==> config.mk <==
export PLATFORM = sky130hd
export DESIGN_NAME = vps_mul
export DESIGN_NICKNAME = d
export VERILOG_FILES = /design/src/rtl/vps_pkg.sv /design/src/rtl/vps_mul.sv
export SDC_FILE = /design/constraint.sdc
export NUM_CORES = 2
export LEC_CHECK = 0
export ABC_AREA = 1
export BUFFER_PORTS_ARGS = -buffer_cell sky130_fd_sc_hd__buf_4
export CAP_MARGIN = 10
export CORE_UTILIZATION = 25
export CTS_CLUSTER_DIAMETER = 150
export DETAILED_ROUTE_END_ITERATION = 7
export PLACE_DENSITY = 0.43
export SLEW_MARGIN = 20
export SYNTH_ARGS = -nofsm -noshare
export SYNTH_HDL_FRONTEND = slang
export SYNTH_SLANG_ARGS = --single-unit
==> constraint.sdc <==
create_clock -name clk -period 6.5 [get_ports clk]
set_input_delay 0.975 -clock clk [delete_from_list [all_inputs] [get_ports clk]]
set_output_delay 0.975 -clock clk [all_outputs]
set_load 0.02 [all_outputs]
==> src/rtl/vps_pkg.sv <==
// shared constants for the pixel statistic accumulator
`timescale 1ns / 1ps
`default_nettype none
package vps_pkg;

  localparam int unsigned PIX_W      = 32;
  localparam int unsigned GAIN_W     = 23;
  localparam int unsigned WIDE_W     = 64;
  localparam int unsigned PROD_W     = 2 * PIX_W;
  localparam int unsigned IN_DATA_W  = 160;
  localparam int unsigned OUT_DATA_W = 256;

  localparam logic [GAIN_W-1:0] GAIN_LIMIT_RESET = 23'd6553600;
  localparam logic [PIX_W-1:0]  NOISE_VAR        = 32'd131072;
  localparam logic [PIX_W-1:0]  ROUND_HALF       = 32'h8000_0000;

  // log2 is built from this many squaring steps
  localparam int unsigned LOG_ITERS  = 40;
  localparam int unsigned LOG_IT_W   = 6;
  localparam int unsigned DIV_STEPS  = 64;
  localparam int unsigned DIV_CNT_W  = 6;

endpackage
`default_nettype wire

==> src/rtl/vps_mul.sv <==
// shared 32 x 32 unsigned multiplier with registered product
`timescale 1ns / 1ps
`default_nettype none
module vps_mul (
  input  wire logic                          clk,
  input  wire logic [vps_pkg::PIX_W-1:0]     a,
  input  wire logic [vps_pkg::PIX_W-1:0]     b,
  output logic      [vps_pkg::PROD_W-1:0]    prod
);

  // one partial product per cycle
  always_ff @(posedge clk) begin
    prod <= vps_pkg::PROD_W'(a) * vps_pkg::PROD_W'(b);
  end

endmodule
`default_nettype wire

# After elaboration in Yosys (flattened, before gate mapping)
# Index checks and enable logic that the tools add are counted.
totals:
  reg_bits: 64
  out_inout_bits: 64
classes:
  mul: 1
op_table:
  columns: ["cell", "n"]
  rows:
  - ["$mul 32x32->64", 1]

# Logic depth before layout (Yosys ltp)
depth:
  ltp_word: 1
  depth_mapped: 30
  ltp_nobuf: 29

# Worst setup path before layout
# Ideal clock, no wire load.
synth_timing:
  kind: "input-to-reg"
  startpoint: "input a[25] in the netlist's numbering"
  endpoint: "register prod[60] in the netlist's numbering"
  setup_time_ns: 0.112
  arrival_time_ns: 6.677
  path_slack_ns: -0.289
  cell_stages: 26
  path_buffers: 1
  cell_sequence: "clkbuf_1 > nand2_1 > fa_1 > inv_1 > fa_1 > inv_1 > fa_1 > inv_1 > fa_1 > fa_1 > fa_1 > fa_1 > inv_1 > fa_1 > inv_1 > ha_1 > nand2_1 > nand2_1 > a21oi_1 > nand2_1 > nand2_1 > nand2_1 > a21oi_1 > nand2_1 > nand2_1 > nand2_1"
synth_between:
  elab_chain_len: 1
synth_rtl:
  columns: ["element", "line", "source"]
  rows:
  - ["from (decl)", "vps_mul.sv:6", "input wire logic [vps_pkg::PIX_W-1:0] a,"]
  - ["$mul 32x32->64", "vps_mul.sv:13", "prod <= vps_pkg::PROD_W'(a) * vps_pkg::PROD_W'(b);"]
  - ["to (signal assigned)", "vps_mul.sv:13", null]
  - ["to (decl)", "vps_mul.sv:8", "output logic [vps_pkg::PROD_W-1:0] prod"]
# Every way passes these cells.

# Worst setup path in the final report
layout_timing:
  startpoint: "input a[7] in the netlist's numbering"
  endpoint: "register prod[53] in the netlist's numbering"
# The elaborated chain is that of the path after synthesis.

==> results.cfg <==
[global_route]
overflow = 0
grt_max_degree = 23
grt_pass1_vias = 32531
antenna_found_initial = 0
grt_pass1_wl_um = 190000
track_usage_pct = 16.2

[clock_tree]
clk_pin_slew_ns = 0.06
numCtsBuffers = 9
cts_hold_buf = 0
clockRootBuffer = clkbuf_16
clockBufferDepth = 2
clock-sinks = 64
htreeDepth = 3
cts_tree = yes

[synth]
synthTopCellsByArea = fa_1, inv_1, nand2_1
synth_top_area_share_pct = 48.0
synthFlopType = dfxtp_1
synth_edf_count = 0
yosysTopAreaCell = fa_1
synth_seq_area_share_pct = 3.43
syn_nets = 6247
syn-cell-area_sq_um = 37400
ys_warn_count = 0
synth_cell_types = 23
synth_seq_cells = 64
avgSynthCellArea_sq_um = 7.45
syn_inst = 5023
synthArstFlopShare_pct = 0

[timing]
post-route-period-util_pct = 103
final.setup.worst_slack_ns = -0.204
final_hold_viol_count = 0
min_period_ns = 6.70
max_slew_margin_pct = 75.9
worstMarginPinSlew_ns = 0.360
max_freq_ghz = 0.149
report.final.setup_viol = 38
maxSlewViolCount = 0
rsz0062_at_grt = true
hold_ws_ns = 1.13

[route]
route.detailed.drc = 0
via_count = 30184
routedWlPerCell_um = 16.1
m1WireLength_um = 55600
dr_wl_met2_um = 56500
dr.pass1.iters = 5
top_layer = met4
antenna_left = 0
viasPerCell = 4.11
drt_wl_total_um = 118000
wl_met3_um = 4150
drt_iter0_drc = 1311

[floorplanning]
die_h_um = 389
fp.dieW_um = 389
io_pins = 129
core_area_sq_um = 148000
die_area_sq_um = 151000
fp-row-count = 141
initial_utilization_pct = 25.2

[finish]
area_delta_synth_final_pct = 27.5
final_cells = 7340
top_regs = prod (64)
final_cell_mix = inv_1, nand2_1, fa_1
largest_reg_flops = 64
drive_above_1_share_pct = 21.3
nets = 6629
fin_util_pct = 32.2
n_antenna_cell = 0
layout_commonest_cell = inv_1
top_register = prod

[setup_path]
setup.worst_path.start_class = primary input
cp_max_fo = 5
cp.required_ns = 6.75
cp-end-kind = flip-flop
crit_type = primary input to flip-flop
cp.arrival_ns = 6.95

[job]
maxCapViolCount = 0

[placement]
placed_cells = 7269
dp_hpwl_um = 105000
port_buffers = 128
gp_congestion = 0.869

[outcome]
violations = setup timing
status = complete, but fails checks

[hold_path]
hp-class = primary input to flip-flop
[per-stage QoR]
stage                     worst slack (ns)  TNS, ns  instance area [sq um]
final                               -0.204    -4.42                  47700
after global routing                -0.407   -12.37                  47700
after CTS                           -0.225    -4.58                  46600
after detailed placement             -1.23   -40.57                  43800
after global placement               -1.22   -40.54                  43800
after floorplan                   -0.00625  -0.0122                  37800
[routing by layer]
metal,up-vias,global-route usage [%]
met3,103,1.37
li1,14383,-
met1,15181,23.0
met5,-,0
met2,517,27.1
met4,0,2.78
[final timing paths]
check / startpoint / to / slack (ns) / depth (start not counted)
worst max-delay path: a[7] / prod[53] / -0.20 / 28
worst min-delay path: b[0] / prod[0] / 1.13 / 4
[worst max-delay path, stage by stage]
cell	delay [ns]
buf_12	0.13
buf_6	0.12
nand2_2	0.05
inv_2	0.04
fa_1	0.54
inv_2	0.04
fa_1	0.47
inv_1	0.05
fa_1	0.48
inv_1	0.05
fa_1	0.52
inv_2	0.05
fa_2	0.61
fa_1	0.44
fa_2	0.58
fa_2	0.47
ha_4	0.36
nand2_4	0.09
nor2_4	0.13
buf_6	0.12
nand2_2	0.05
nand2_2	0.09
buf_4	0.12
nand2_4	0.05
nand2_2	0.05
nand2_2	0.09
nand4_1	0.11
nand2_2	0.07
[layout make-up]
class | instances | area [sq um]
sequential | 64 | 1280
multi-input combinational | 3032 | 31300
timing repair buffer | 563 | 5870
inverter | 1735 | 6530
tap | 1930 | 2410
clock inverter | 6 | 45.0
clock buffer | 10 | 239
fill | 15972 | 101000
[cell usage after synthesis (all sizes together) (12+ instances only)]
library cell,instances
a21oi,43
clkbuf,192
dfxtp,64
fa,896
ha,263
inv,1735
nand2,1581
nand3,65
nand4,16
nor2,101
nor3,18
o21bai,12
xor2,33
[what timing repair did]
item	CTS	global route
gates resized for setup	511	273
setup endpoints to repair	50	53
endpoints found under the hold margin	0	0
buffers inserted	30	18
gates cloned	11	0
pin swaps	240	177
[cell families after synthesis]
| group | synth area share, % |
|---|---|
| DFF | 3.43 |
| buffers and inverters | 19.3 |
| AOI/OAI and AO/OA | 0.853 |
| and+or+nand+nor | 18.8 |
| xor gates and xnor gates | 0.820 |
| adders and majority gates | 56.8 |
Power is not shown: default switching activity piles up to over one toggle a cycle in this logic, so the estimate is an artifact.
