==> src/rtl/vps_pkg.sv <==
// shared constants for the pixel statistic accumulator
`timescale 1ns / 1ps
`default_nettype none
package vps_pkg;

  localparam int unsigned PIX_W      = 32;
  localparam int unsigned GAIN_W     = 23;
  localparam int unsigned WIDE_W     = 64;
  localparam int unsigned PROD_W     = 2 * PIX_W;
  localparam int unsigned IN_DATA_W  = 160;
  localparam int unsigned OUT_DATA_W = 256;

  localparam logic [GAIN_W-1:0] GAIN_LIMIT_RESET = 23'd6553600;
  localparam logic [PIX_W-1:0]  NOISE_VAR        = 32'd131072;
  localparam logic [PIX_W-1:0]  ROUND_HALF       = 32'h8000_0000;

  // log2 is built from this many squaring steps
  localparam int unsigned LOG_ITERS  = 40;
  localparam int unsigned LOG_IT_W   = 6;
  localparam int unsigned DIV_STEPS  = 64;
  localparam int unsigned DIV_CNT_W  = 6;

endpackage
`default_nettype wire

==> src/rtl/vps_div.sv <==
// serial restoring divider, one quotient bit per cycle
`timescale 1ns / 1ps
`default_nettype none
module vps_div (
  input  wire logic                          clk,
  input  wire logic                          rst,
  input  wire logic                          start,
  input  wire logic [vps_pkg::WIDE_W-1:0]    dividend,
  input  wire logic [vps_pkg::PIX_W-1:0]     divisor,
  output logic                               done,
  output logic      [vps_pkg::WIDE_W-1:0]    quotient
);

  logic                            busy;
  logic [vps_pkg::DIV_CNT_W-1:0]   cnt;
  logic [vps_pkg::PIX_W:0]         rem;
  logic [vps_pkg::WIDE_W-1:0]      dvd;
  logic [vps_pkg::PIX_W:0]         trial;
  logic                            fits;

  // trial subtract of the next dividend bit
  assign trial = {rem[vps_pkg::PIX_W-1:0], dvd[vps_pkg::WIDE_W-1]};
  assign fits  = trial >= {1'b0, divisor};

  always_ff @(posedge clk) begin
    if (rst) begin
      busy <= 1'b0;
      done <= 1'b0;
      cnt  <= '0;
    end else begin
      done <= 1'b0;
      if (start) begin
        busy     <= 1'b1;
        cnt      <= '0;
        rem      <= '0;
        dvd      <= dividend;
        quotient <= '0;
      end else if (busy) begin
        rem      <= fits ? (trial - {1'b0, divisor}) : trial;
        quotient <= {quotient[vps_pkg::WIDE_W-2:0], fits};
        dvd      <= {dvd[vps_pkg::WIDE_W-2:0], 1'b0};
        cnt      <= cnt + 1'b1;
        if (cnt == vps_pkg::DIV_CNT_W'(vps_pkg::DIV_STEPS - 1)) begin
          busy <= 1'b0;
          done <= 1'b1;
        end
      end
    end
  end

endmodule
`default_nettype wire

==> config.mk <==
export PLATFORM = sky130hd
export DESIGN_NAME = vps_div
export DESIGN_NICKNAME = d
export VERILOG_FILES = /design/src/rtl/vps_pkg.sv /design/src/rtl/vps_div.sv
export SDC_FILE = /design/constraint.sdc
export NUM_CORES = 1
export LEC_CHECK = 0
export CELL_PAD_IN_SITES_DETAIL_PLACEMENT = 1
export CELL_PAD_IN_SITES_GLOBAL_PLACEMENT = 2
export CORE_UTILIZATION = 43
export CTS_CLUSTER_DIAMETER = 30
export DETAILED_ROUTE_END_ITERATION = 16
export DONT_BUFFER_PORTS = 1
export GPL_ROUTABILITY_DRIVEN = 0
export PLACE_DENSITY_LB_ADDON = 0.1
export REMOVE_ABC_BUFFERS = 1
export SYNTH_ARGS = -nofsm -noshare
export SYNTH_HDL_FRONTEND = slang
export SYNTH_SLANG_ARGS = --single-unit
==> constraint.sdc <==
create_clock -name clk -period 12.3 [get_ports clk]
set_clock_uncertainty 0.1 [all_clocks]
set_input_delay 1.845 -clock clk [delete_from_list [all_inputs] [get_ports clk]]
set_output_delay 1.845 -clock clk [all_outputs]
set_load 0.005 [all_outputs]
# Word-level counts from Yosys, hierarchy flattened
# Index checks and enable logic that the tools add are counted.
# W data, S select, Z words.
dict set report classes {
  magnitude_cmp 1
  div_mod_pow 0
  n_mux 9
  n_mul 0
  bitwise 2
  eq_ne 1
  reduce_logical 4
  shift 0
  n_addsub 2
}
# cell count
set op_table {}
lappend op_table {{$mux W64} 3}
lappend op_table {{$mux W32} 2}
lappend op_table {{$ge A33 B32 Y1} 1}
lappend op_table {{$sub A32 B32 Y32} 1}
lappend op_table {{$add A6 B1 Y6 const B} 1}
lappend op_table {{$eq A6 B6 Y1 const B} 1}
lappend op_table {{$mux W1} 4}
lappend op_table {{$reduce_or A3 Y1} 1}
lappend op_table {{$not A1 Y1} 2}
lappend op_table {{$reduce_and A2 Y1} 1}
lappend op_table {{$reduce_bool A2 Y1} 1}
lappend op_table {{$reduce_or A2 Y1} 1}
dict set report word_totals {
  rom_bits 0
  wordCells 25
  regBits 168
  latch_bits 0
  mem_bits_rw 0
  input_bits 99
  memories 0
  output_inout_bits 65
}

# Longest topological paths before layout
dict set report logic_depth {
  depth_word 4
  mapped_depth 13
  ltp_nobuf 11
}

# Worst setup path before layout
# No wires, ideal clock.
dict set report synth_path {
  path_type {input port to flip-flop}
  start {input port start}
  end {register busy}
  setup_time_ns 0.091
  path_buffers 1
  t_required_ns 12.109
  setup_slack_ns 1.336
  cell_stages 4
  arrival_ns 10.773
  cell_sequence {clkbuf_1 inv_1 a21oi_1 o31a_1}
}
dict set report synth_via {
  elab_chain_cells 1
}
# element line_no
set synth_lines {}
lappend synth_lines {{from (decl)} vps_div.sv:7} ;# input wire logic start,
lappend synth_lines {{$mux W1} vps_div.sv:32} ;# if (start) begin
lappend synth_lines {{to (signal assigned)} vps_div.sv:27} ;# busy <= 1'b0;
lappend synth_lines {{to (signal assigned)} vps_div.sv:33} ;# busy <= 1'b1;
lappend synth_lines {{to (signal assigned)} vps_div.sv:44} ;# busy <= 1'b0;
lappend synth_lines {{to (decl)} vps_div.sv:14} ;# logic busy;
# Every way passes these cells.
# A chain may end at the register's enable or synchronous reset.

# Worst setup path after layout
dict set report layout_path {
  start {input port divisor[8] (netlist name)}
  end {register rem[4] (netlist name) (data pin)}
}
dict set report layout_via {
  elab_chain_cells 3
}
# element line_no
set layout_lines {}
lappend layout_lines {{from (decl)} vps_div.sv:9} ;# input wire logic [vps_pkg::PIX_W-1:0] divisor,
lappend layout_lines {{$ge A33 B32 Y1} vps_div.sv:23} ;# assign fits = trial >= {1'b0, divisor};
lappend layout_lines {{$mux W32} vps_div.sv:39} ;# rem <= fits ? (trial - {1'b0, divisor}) : trial;
lappend layout_lines {{$mux W32} vps_div.sv:38} ;# end else if (busy) begin
lappend layout_lines {{to (signal assigned)} vps_div.sv:39}
lappend layout_lines {{to (decl)} vps_div.sv:16} ;# logic [vps_pkg::PIX_W:0] rem;
# Every way passes these cells. The select of a mux whose other input is x is not followed.

==> reports/results.tsv <==
metric	value	unit
grt_pass1_wl	31700	um
cts_root_buf	clkbuf_16	
ys.flop_type	edfxtp_1	
ys_types	64	
rows	52	
path_buf_inv	2	
worst_pin_slew	1.08	ns
power	1540	uW
numCtsBuffers	17	
fin_crit	4.51	ns
run_status	finished, final reports clean	
synth_top_area_share	54.2	%
ys_ff_latch	168	
ctsHtreeMaxLevel	4	
setup_viol	0	
ys_seq_area_share	56.0	%
die_x	146	um
crit_path_end_kind	flip-flop	
clkSinkCount	168	
yosys_warnings	0	
coreArea	20200	um^2
cts_tree	yes	
syn_to_final_growth	9.47	%
antennaDiodeCount	0	
path_cells	inv_1 > ha_1 > and3_1 > nand4_2 > a21oi_4 > o41ai_4 > a211o_4 > a41oi_4 > buf_4 > mux2i_1 > nor2_1	
slew_headroom	28.1	%
p_leak	0.00362	uW
io_buffers	0	
hold_viol	0	
rsz0062_at_grt	false	
ctsResizeCount	0	
layout.nets	834	
grt_overflow	0	
dieHeight	146	um
synthCells	713	
path_clk_slew	0.08	ns
final_cell_mix	160 x edfxtp_1, 67 x nor2b_1, 64 x mux2_2	
synth_area_leaders	edfxtp_1 54%, mux2_2 8.1%, nor2b_1 4.7%	
drcViolationCount	0	
max_freq	222	MHz
drt_iter0_drc	261	
maxCapViolCount	0	
io_pins	164	
p_per_area	159	nW/um^2
slowest_stage	buf_4	
postSynthAreaPerCell	12.4	um^2
mostFrequentLayoutCell	edfxtp_1	
start_kind	input pin	
synth_edf_count	160	
path_max_fanout	46	
vias_per_cell	5.51	
drtPass1Iterations	4	
yosysTopAreaCell	edfxtp_1	
wl_per_cell	19.9	um
holdBufCountCts	0	
async_flop_share	0	%
grt_max_degree	162	
fin_cells	983	
critical_path_class	input pin to flip-flop	
netlist_area	8860	um^2
fin_tns_setup	0	ns
ir_drop	0.0000854	V
required	12.37	ns
cpLargestDelayFamily	compound AO/OA/AOI/OAI gates	
postCtsSetupBuffers	0	
clk_path_buf_depth	2	
dieArea	21200	um^2
slew_viol_final	0	
fin_crit_sh	36.7	%
holdCritPathClass	flip-flop to flip-flop	
cp.arrival	4.58	ns
antenna_found_initial	0	
critical_path.max_stage_delay	0.54	ns
track_usage	19.1	%
grt_pass1_vias	5865	
drive_gt1_share	16.4	%
dp_cells	952	
clk_latency	0.44	ns
start_util	43.8	%
dp.final_hpwl	13100	um
vias	5419	
wirelength	19600	um
ant_nets	0	
stage by stage:
step	hold slack (ns)	utilization (%)	instance area, um^2	setup slack, ns
final	0.413	47.9	9700	7.79
after global routing	0.445	47.9	9700	7.60
after CTS	0.416	47.9	9700	7.80
after detailed placement	0.403	44.9	9080	7.37
after global placement	0.370	44.9	9080	7.39
after floorplan	0.359	-	8710	1.66
area by class of cell:
class / instances / area [um^2]
clock inverter: 13 / 186
timing repair buffer: 2 / 27.5
sequential: 168 / 4960
inverter: 44 / 165
clock buffer: 18 / 429
multi-input combinational: 468 / 3590
fill: 2063 / 10500
tap: 270 / 338
tightest hold or removal path: stages (launching register included):
cell and delay, ns:
dfxtp_1 0.33, o21ai_0 0.07, a21oi_1 0.07
registers in the layout (all words and copies together), names as in the netlist:
name      flops
busy          1
cnt           6
done          1
dvd          64
quotient     64
rem          32
per-layer routing:
layer | part of all wire, % | GRT usage [%] | vias to the layer above | wire length [um]
met4 | 1.4 | 6.16 | 0 | 265
met5 | 0 | 0 | - | 0
met1 | 46 | 24.5 | 2692 | 8930
met2 | 48 | 31.3 | 111 | 9420
li1 | - | - | 2595 | -
met3 | 5.0 | 5.58 | 21 | 971
synthesized netlist by cell type, types with 10 or more instances:
cell type and instances:
mux2i_1 19, clkbuf_1 24, o21ai_0 19, nor3_1 10, nand2b_1 10, nor2_1 43
inv_1 43, ha_1 33, xor2_1 13, xnor2_1 13, nand2_1 26, edfxtp_1 160
nor2b_1 67, a21o_1 16, mux2_2 64, a21oi_1 38
kinds of logic (layout without fill, tap and decap cells):
logic type	count (synthesis)	count (layout)	synth area share, %
buf+inv	77	77	3.59
simple gates	191	191	11.6
mux	83	83	10.3
fa+ha+maj	34	34	4.89
compound gates	134	134	11.1
flops	168	168	56.0
xor+xnor	26	26	2.57
final timing paths:
path                          endpoint  slack, ns                 start  cells after the start
hold / removal     cnt[5]$_SDFFE_PP0P_       0.41   cnt[5]$_SDFFE_PP0P_                      2
hold reg to reg    cnt[5]$_SDFFE_PP0P_       0.41   cnt[5]$_SDFFE_PP0P_                      2
setup reg to reg  rem[4]$_SDFFCE_PP0P_       8.81  rem[6]$_SDFFCE_PP0P_                     10
setup / recovery  rem[4]$_SDFFCE_PP0P_       7.79            divisor[8]                     11
where the power goes:
| group | total, uW | internal [uW] | switching (uW) |
|---|---|---|---|
| clock network | 572 | 326 | 246 |
| registers | 701 | 680 | 21.3 |
| logic | 266 | 114 | 152 |
| total | 1540 | 1120 | 420 |
Note: power is estimated with default switching activity, not from simulation.
